--- config.mk ---
export PLATFORM = sky130hd
export DESIGN_NAME = irb_lane
export DESIGN_NICKNAME = d
export VERILOG_FILES = /design/src/irb_lane.sv
export SDC_FILE = /design/constraint.sdc
export NUM_CORES = 2
export LEC_CHECK = 0
export CORE_MARGIN = 4
export CORE_UTILIZATION = 28
export DETAILED_ROUTE_END_ITERATION = 10
export DONT_BUFFER_PORTS = 1
export SYNTH_ARGS = -nofsm -noshare
export SYNTH_HDL_FRONTEND = slang
export SYNTH_SLANG_ARGS = --single-unit
--- constraint.sdc ---
create_clock -name clk -period 9.9 [get_ports clk]
set_clock_uncertainty 0.2 [all_clocks]
set_input_delay 1.98 -clock clk [delete_from_list [all_inputs] [get_ports clk]]
set_output_delay 1.98 -clock clk [all_outputs]
set_load 0.05 [all_outputs]
--- src/irb_lane.sv ---
// -----------------------------------------------------------------------------
// irb_lane: blend of one color channel
// Weighs the four neighbor samples and drops the fraction bits of the sum.
// -----------------------------------------------------------------------------
module irb_lane #(
	parameter int W = 11
) (
	input  logic                 clk,
	input  logic                 en,
	input  logic [3:0][7:0]      pix,
	input  logic [3:0][2*W:0]    wgt,
	output logic [7:0]           chan
);

	logic [3:0][2*W+8:0] prod_s5;
	logic [2*W+10:0]     sum;

	always_ff @(posedge clk) begin
		if (en) begin
			for (int i = 0; i < 4; i++) begin
				prod_s5[i] <= (2*W+9)'(pix[i]) * (2*W+9)'(wgt[i]);
			end
		end
	end

	assign sum  = (2*W+11)'(prod_s5[0]) + (2*W+11)'(prod_s5[1])
	            + (2*W+11)'(prod_s5[2]) + (2*W+11)'(prod_s5[3]);
	assign chan = sum[2*W+7:2*W];

endmodule

==> impl_metrics.py <==
metrics = {
    "grt": {
        "overflow": 0,
        "grt_pass1_wl_um": 118000,
        "antenna_found_initial": 8,
        "grt_max_degree": 121,
        "grt_pass1_vias": 20600,
        "track_usage_pct": 14.1,
    },
    "layout": {
        "fill_cells": 10200,
        "final_area_sq_um": 30000,
        "fin_cells": 4097,
        "area_growth_pct": 7.02,
        "fin_nets": 3701,
        "reg.largest.list": "prod_s5 (120)",
        "regMostFlops": "prod_s5",
        "drive_above_1_share_pct": 2.03,
        "largest_reg_flops": 120,
    },
    "critical_path": {
        "required_ns": 7.72,
        "cp_top_family": "adder cells",
        "cp_max_fo": 4,
        "end_kind": "output port",
        "worstPathCellList": "fa_1, fa_1, ha_1, and3_1, and3_1, o2111ai_1, a31oi_1, o21ai_1, o21ai_0, a21oi_1, xnor2_2",
        "slowest_stage": "xnor2_2",
        "cp.arrival_ns": 4.51,
        "cp.buffers_inverters": 0,
        "critPathLaunchType": "register",
        "critPathKind": "reg2out",
        "max_stage_delay_ns": 0.65,
    },
    "synthesis": {
        "synth_commonest_cells": "557 x fa_1, 556 x and2_1, 475 x inv_1",
        "synth_seq_cells": 120,
        "synth-edff-count": 120,
        "syn_inst": 2852,
        "synth_nets": 3758,
        "yosysWarningCount": 0,
        "netlist_area_sq_um": 28000,
        "yosys-top-cells-area": "fa_1 40%, edfxtp_1 13%, and2_1 12%",
        "syn_avg_cell_area_sq_um": 9.83,
        "async_flop_share_pct": 0,
        "ys_types": 62,
        "ys_seq_area_share_pct": 12.9,
        "synth_most_common_cell": "fa_1",
        "synth_top_area_share_pct": 39.8,
        "synth_ff_type": "edfxtp_1",
        "synth_area_leader_cell": "fa_1",
    },
    "floorplan": {
        "num_rows": 115,
        "core_area_sq_um": 98900,
        "initial_core_util_pct": 28.4,
        "fp.dieW_um": 324,
        "dieArea_sq_um": 105000,
        "fp.dieH_um": 324,
        "io_pins": 134,
    },
    "routing": {
        "viasPerCell": 4.68,
        "wl_um": 72600,
        "postRouteAntennaNets": 0,
        "wl_per_cell_um": 17.7,
        "drt_iter0_markers": 1132,
        "vias": 19200,
        "drt-pass1-iter-count": 5,
        "drc": 0,
    },
    "clock_tree": {
        "cts_setup_buffers": 0,
        "postCtsHoldBufs": 0,
        "cts_max_path_buffers": 2,
        "clock_sinks": 120,
        "cts_tree": "yes",
        "clk_pin_slew_ns": 0.06,
        "cts-htree-levels": 4,
        "cts-buffers-inserted": 17,
        "post_cts_resized": 0,
        "cts-root-buf": "clkbuf_16",
    },
    "place": {
        "dp_cells": 4063,
        "io_buffer_count": 0,
        "place_area_sq_um": 29400,
        "place_congestion": 0.832,
        "dp_hpwl_um": 60500,
    },
    "timing": {
        "fin_setup_tns_ns": 0,
        "setup_viol": 0,
        "fin_crit_sh_pct": 67.6,
        "hold_viol": 0,
        "rsz0062_at_grt": "no",
        "worst_pin_slew_ns": 0.808,
        "fmax_mhz": 149,
        "period_minus_slack_ns": 6.69,
        "drv_slew": 0,
        "slew-limit-headroom_pct": 45.8,
    },
    "flow_run": {
        "max_cap_violations": 0,
    },
    "run_status": {
        "outcome": "finished, final reports clean",
    },
    "min_path": {
        "hold_class": "in2reg",
    },
}
-- cell usage in the layout, fill, tap and decap left out, types with 4 or more instances in the layout --
cell type  synthesis  layout
xor2_1            36      36
o21bai_1          11      11
clkbuf_16          0      17
nand4_1           13      13
nand2b_1          11      11
edfxtp_1         120     120
xnor2_1           88      87
o31ai_1            8       8
inv_1            475     475
o21a_1            14      14
clkinv_4           0       4
nor2b_1            8       8
o31a_1             4       4
buf_4              0       7
o21ai_1            5       5
nor2_1            48      48
ha_1             223     223
and2_1           556     556
fa_1             557     557
or2_2              5       5
a21oi_1           99      99
a31oi_1           19      19
and3_1            10      10
o21ai_0           58      58
nand2_1          241     241
nand3_1           23      23
a211oi_1          10      10
nor3_1            15      15
a21o_1            54      54
o211ai_1           5       5
a221o_1            4       4
-- final timing paths --
check	startpoint	endpoint	cells past startpoint
worst max-delay path	prod_s5[21]	chan[7]	11
worst min-delay path	en	prod_s5[95]	0
-- metrics by stage --
step | setup WS [ns] | utilization, % | hold slack [ns]
finish | 3.21 | 30.3 | 1.53
global route | 2.90 | 30.3 | 1.49
CTS | 3.17 | 30.3 | 1.51
detailed placement | 3.03 | 29.7 | 1.95
global placement | 3.07 | 29.7 | 1.95
floorplan | 3.30 | - | 1.89
-- final cells by class --
class / count / area, sq um / area share, %
Antenna cell: 2 / 5.00 / 0.0167
Sequential cell: 120 / 3600 / 12.0
Inverter: 475 / 1780 / 5.94
Tap cell: 1287 / 1610 / 5.37
Clock buffer: 17 / 425 / 1.42
Multi-Input combinational cell: 2174 / 22300 / 74.5
Timing Repair Buffer: 7 / 52.6 / 0.175
Clock inverter: 15 / 178 / 0.592
-- layer usage --
layer / vias up / track usage (%) / wire (um)
li1: 8810 / - / -
met4: 0 / 2.50 / 1070
met5: - / 0 / 0
met1: 9922 / 18.7 / 31300
met3: 64 / 2.35 / 4140
met2: 384 / 24.5 / 36200
-- cells by family (layout without fill, tap and decap cells) --
logic type | count (synthesis) | in the layout | share of synthesized area [%]
simple gates | 946 | 946 | 18.5
buf+inv | 558 | 514 | 7.47
compound gates | 324 | 324 | 7.53
flops | 120 | 120 | 12.9
other cells | 0 | 2 | 0
xor+xnor | 124 | 124 | 3.88
fa+ha+maj | 780 | 780 | 49.7
Power is not shown: default switching activity piles up to over one toggle a cycle in this logic, so the estimate is an artifact.
