==> src/irb_pkg.sv <==
// -----------------------------------------------------------------------------
// irb_pkg: shared types and constants of the bilinear image resizer
// Payload structs of the pixel and configuration channels, register indexes,
// operation codes and register reset values.
// -----------------------------------------------------------------------------
package irb_pkg;

	typedef struct packed {
		logic        action;
		logic [11:0] pos_row;
		logic [11:0] pos_col;
		logic [7:0]  in_chan0;
		logic [7:0]  in_chan1;
		logic [7:0]  in_chan2;
	} in_item_t;

	typedef struct packed {
		logic [7:0] out_chan0;
		logic [7:0] out_chan1;
		logic [7:0] out_chan2;
	} out_item_t;

	typedef struct packed {
		logic [2:0]  index;
		logic [19:0] value;
	} cfg_item_t;

	localparam logic [2:0] CFG_SCALE_X       = 3'd0;
	localparam logic [2:0] CFG_SCALE_Y       = 3'd1;
	localparam logic [2:0] CFG_SOURCE_WIDTH  = 3'd2;
	localparam logic [2:0] CFG_SOURCE_HEIGHT = 3'd3;
	localparam logic [2:0] CFG_INTERP_MODE   = 3'd4;

	localparam logic ACT_WRITE = 1'b0;
	localparam logic ACT_QUERY = 1'b1;

	localparam logic MODE_NEAREST = 1'b0;
	localparam logic MODE_LINEAR  = 1'b1;

	localparam logic [19:0] SCALE_RESET = 20'd65536;
	localparam logic [9:0]  SIZE_RESET  = 10'd512;

endpackage

==> src/irb_axis.sv <==
// -----------------------------------------------------------------------------
// irb_axis: coordinate mapping for one axis
// Multiplies the destination coordinate by the scale, then splits the source
// position into a clamped integer index and the leading interpolation weight.
// -----------------------------------------------------------------------------
module irb_axis #(
	parameter int PW = 9,
	parameter int W  = 11
) (
	input  logic          clk,
	input  logic          en,
	input  logic [11:0]   coord,
	input  logic [19:0]   scale,
	input  logic          linear,
	input  logic [PW-1:0] last_idx,
	output logic [PW-1:0] pos_s2,
	output logic [W:0]    w0_s2
);

	localparam logic [W:0] ONE = (W+1)'(1) << W;
	localparam logic MODE_LINEAR_BIT = irb_pkg::MODE_LINEAR;

	logic [12:0] mult_op;
	logic [32:0] prod_s1;
	logic        linear_s1;
	logic [34:0] t;
	logic [16:0] t_int;
	logic [16:0] t_frac;
	logic [16:0] near_idx;
	logic [16:0] last_ext;
	logic [16:0] frac;
	logic [PW-1:0] pos;
	logic [W+18:0] num;
	logic [W:0]    w0;

	// Linear mode maps the pixel center: (2d+1)*scale in units of 2^-17.
	assign mult_op = (linear == MODE_LINEAR_BIT) ? {coord, 1'b1} : {1'b0, coord};

	always_ff @(posedge clk) begin
		if (en) begin
			prod_s1   <= 33'(mult_op) * 33'(scale);
			linear_s1 <= linear;
		end
	end

	assign t        = {2'b00, prod_s1} - 35'd65536;
	assign t_int    = t[33:17];
	assign t_frac   = t[16:0];
	assign near_idx = prod_s1[32:16];
	assign last_ext = 17'(last_idx);

	always_comb begin
		frac = '0;
		pos  = last_idx;
		if (linear_s1 == MODE_LINEAR_BIT) begin
			if (t[34]) begin
				pos = '0;
			end else if (t_int >= last_ext) begin
				pos = last_idx;
			end else begin
				pos  = PW'(t_int);
				frac = t_frac;
			end
		end else begin
			if (near_idx > last_ext) begin
				pos = last_idx;
			end else begin
				pos = PW'(near_idx);
			end
		end
	end

	// Round (1 - f) * 2^W half up; nearest mode puts all weight on one tap.
	assign num = ((W+19)'(18'h20000 - {1'b0, frac}) << W) + (W+19)'(17'h10000);
	assign w0  = (linear_s1 == MODE_LINEAR_BIT) ? num[W+17:17] : ONE;

	always_ff @(posedge clk) begin
		if (en) begin
			pos_s2 <= pos;
			w0_s2  <= w0;
		end
	end

endmodule

==> config.mk <==
export PLATFORM = sky130hd
export DESIGN_NAME = irb_axis
export DESIGN_NICKNAME = d
export VERILOG_FILES = /design/src/irb_pkg.sv /design/src/irb_axis.sv
export SDC_FILE = /design/constraint.sdc
export NUM_CORES = 1
export LEC_CHECK = 0
export ABC_AREA = 1
export BUFFER_PORTS_ARGS = -buffer_cell sky130_fd_sc_hd__buf_2
export CAP_MARGIN = 10
export CORE_MARGIN = 2
export CORE_UTILIZATION = 29
export DETAILED_ROUTE_END_ITERATION = 7
export HOLD_SLACK_MARGIN = 0.1
export REMOVE_ABC_BUFFERS = 1
export SLEW_MARGIN = 20
export SYNTH_ARGS = -nofsm -noshare
export SYNTH_HDL_FRONTEND = slang
export SYNTH_SLANG_ARGS = --single-unit
==> constraint.sdc <==
create_clock -name clk -period 6.2 [get_ports clk]
set_clock_uncertainty 0.05 [all_clocks]
set_input_delay 0.31 -clock clk [delete_from_list [all_inputs] [get_ports clk]]
set_output_delay 0.31 -clock clk [all_outputs]
set_load 0.01 [all_outputs]
==> impl_metrics.json <==
{
  "outcome": "finished, final reports clean",
  "cts_setup_buffers": 0,
  "internal_power_mw": 3.60,
  "place_inst": 2066,
  "min_from": "linear",
  "io_buffer_count": 64,
  "die_h_um": 206,
  "rows": 73,
  "drtIter0Drc": 527,
  "worst_slew_margin_rel_pct": 54.2,
  "grt_pass1_vias": 9753,
  "power.share.clock_pct": 4.0,
  "path_clk_slew_ns": 0.07,
  "final-hold-violation-count": 0,
  "synth_top_area_cell": "fa_1",
  "avgSynthCellArea_um2": 7.96,
  "clkSinkCount": 55,
  "dp_slack_ns": 0.0946,
  "grt_pass1_wl_mm": 50.7,
  "final_cell_area_um2": 13000,
  "io_pins": 65,
  "finalNonFillerCells": 2074,
  "dp_hpwl_mm": 26.7,
  "p_per_area_nw_per_um2": 599,
  "tightest_slew_ns": 0.687,
  "power_mw": 7.81,
  "first_pass_iters": 5,
  "synth_cell_types": 45,
  "gp_congestion": 0.956,
  "yosysSeqAreaShare_pct": 14.0,
  "grt.total_usage_pct": 15.0,
  "cp_data_arrival_time_ns": 5.81,
  "p_leak_nw": 6.85,
  "fin_util_pct": 32.6,
  "synthTopCellsByArea": "fa_1 34%, edfxtp_1 14%, inv_1 11%, ha_1 10%, nand2_1 10%",
  "ir_worst_vdd_mv": 0.390,
  "post_synth_inst_count": 1486,
  "pwr-share-comb_pct": 83.2,
  "critPathMaxFanout": 14,
  "slowest_delay_ns": 0.53,
  "vias_per_cell": 4.53,
  "sequentialPowerShare_pct": 12.8,
  "min_path_type": "in2reg",
  "hold_end": "linear_s1",
  "cts_tree": "yes",
  "die_x_um": 206,
  "start_kind": "primary input",
  "fmax_mhz": 172,
  "totalWireLength_mm": 30.7,
  "startpoint": "linear",
  "fin_crit_sh_pct": 93.9,
  "detail-route-antenna-nets": 0,
  "synth_top_cell_area_share_pct": 33.5,
  "nNetsFinal": 1888,
  "clk-insertion-delay-late_ns": 0.30,
  "worst_ep_required_time_ns": 6.19,
  "clockBufferDepth": 2,
  "wl_per_cell_um": 14.8,
  "endpoint_kind": "flop",
  "grt_setup_unrepaired": "false",
  "crit-reg2reg-launch": "prod_s1[16]",
  "ys_ff_latch": 55,
  "timing.hold.ws_ns": 0.220,
  "fin_crit_ns": 5.82,
  "cts_max_level": 2,
  "worst_path_max_delay_cell": "fa_1",
  "drv_slew": 0,
  "cts_root_buffer": "clkbuf_16",
  "switchingPower_mw": 4.21,
  "grt_max_degree": 56,
  "syn2layout_area_growth_pct": 10.3,
  "syn_area_um2": 11800,
  "rr_worst_depth": 27,
  "overflow": 0,
  "fin_ws_ns": 0.380,
  "start_util_pct": 29.6,
  "timing.rr.end": "w0_s2[9]",
  "vias": 9393,
  "grt_antenna_before_repair": 0,
  "drcViolationCount": 0,
  "ys.flop_type": "edfxtp_1",
  "hold_depth": 1,
  "crit_type": "in2reg",
  "cap_violations": 0,
  "async_flop_share_pct": 0,
  "core_area_um2": 40000,
  "synth_edf_count": 55,
  "yosysWarnings": 0,
  "setup_viol_count_final": 0,
  "drive_above_1_share_pct": 9.37,
  "fin_tns_setup_ns": 0,
  "switching_share_pct": 53.9,
  "dieArea_um2": 42400,
  "postPlaceCellArea_um2": 12900,
  "path_common_cell": "nand2_1",
  "r2r_setup_slack_ns": 2.20,
  "cts_hold_buffers": 0,
  "cts_buffers": 5
}
## cell usage in the layout (no fill, tap or decap), drive strengths merged, types with 2 or more instances in the layout
| cell type | count |
|---|---|
| inv | 349 |
| nand2 | 326 |
| fa | 198 |
| nor2 | 190 |
| ha | 98 |
| buf | 92 |
| a21oi | 56 |
| edfxtp | 55 |
| o21ai | 49 |
| nand3 | 32 |
| xor2 | 27 |
| nand4 | 11 |
| clkinv | 10 |
| xnor2 | 9 |
| nor3 | 9 |
| o211ai | 5 |
| clkbuf | 5 |
| o21a | 4 |
| nand3b | 3 |
| a31oi | 3 |
| clkinvlp | 2 |
| o21bai | 2 |
| o22ai | 2 |
| or2 | 2 |
| o31ai | 2 |
## how the worst max path moves through the flow
stage / endpoint / slack (ns) / cells past startpoint
2_1_floorplan: prod_s1[31] / 0.49 / 24
3_3_place_gp: prod_s1[31] / 0.21 / 26
3_5_place_dp: prod_s1[31] / 0.09 / 24
4_1_cts: prod_s1[31] / 0.40 / 24
5_1_grt: prod_s1[31] / 0.03 / 26
6_report: prod_s1[32] / 0.38 / 27
## layer usage
layer  global-route usage, %  up-vias  share of wire [%]
li1                        -     4580                  -
met1                    21.0     4480                 47
met2                    24.3      285                 44
met3                    2.05       48                5.9
met4                    4.52        0                2.9
met5                       0        -                  0
## Yosys cell counts, types with 8 or more instances
cell / number
a21oi_1: 56
buf_1: 11
clkbuf_1: 24
clkinv_1: 10
edfxtp_1: 55
fa_1: 198
ha_1: 98
inv_1: 346
nand2_1: 316
nand2_2: 10
nand3_1: 26
nand4_1: 9
nor2_1: 171
nor2_2: 8
nor2_4: 10
nor3_1: 9
o21ai_0: 45
xnor2_1: 9
xor2_1: 27
## worst max-delay path: cells and delay by family
kind / cells / cell delay, ns
adder cells (fa/ha/maj): 6 / 2.81
buffers and inverters: 7 / 0.95
AO/OA/AOI/OAI: 3 / 0.53
AND/OR/NAND/NOR: 10 / 1.04
XOR/XNOR: 1 / 0.14
## kinds of logic (layout without fill, tap and decap cells)
family | after synthesis | in the layout | share of synthesized area, %
xor gates and xnor gates | 36 | 36 | 2.67
adders and majority gates | 296 | 296 | 43.9
DFF | 55 | 55 | 14.0
and+or+nand+nor | 574 | 574 | 20.7
other | 0 | 1 | 0
AOI/OAI and AO/OA | 128 | 128 | 6.06
buffers and inverters | 397 | 459 | 12.7
## layout make-up
cell class,count,area (um2)
Sequential cell,55,1650
Inverter,360,1360
Tap cell,525,657
Clock buffer,5,125
Clock inverter,2,37.5
Timing Repair Buffer,92,543
Multi-Input combinational cell,1034,8670
Antenna cell,1,2.50
Fill cell,4304,27000
## sequential cells by signal (all words and copies together), names as in the netlist
signal / cells
pos_s2: 9
prod_s1: 33
w0_s2: 12
linear_s1: 1
## power groups by stage
stage	logic [mW]	clock network, mW	registers, mW
after global placement	6.43	0	1.01
after CTS	6.54	0.323	1.00
after global routing	7.57	0.339	1.02
final	6.49	0.314	1.00
after detailed placement	6.50	0	1.01
after floorplan	4.94	0	0.977
## what timing repair did
item                                   in CTS  in global routing
setup endpoints to repair                   0                  1
endpoints found under the hold margin       0                  0
resized for setup                           0                  1
Power figures use the tool's default switching activity.
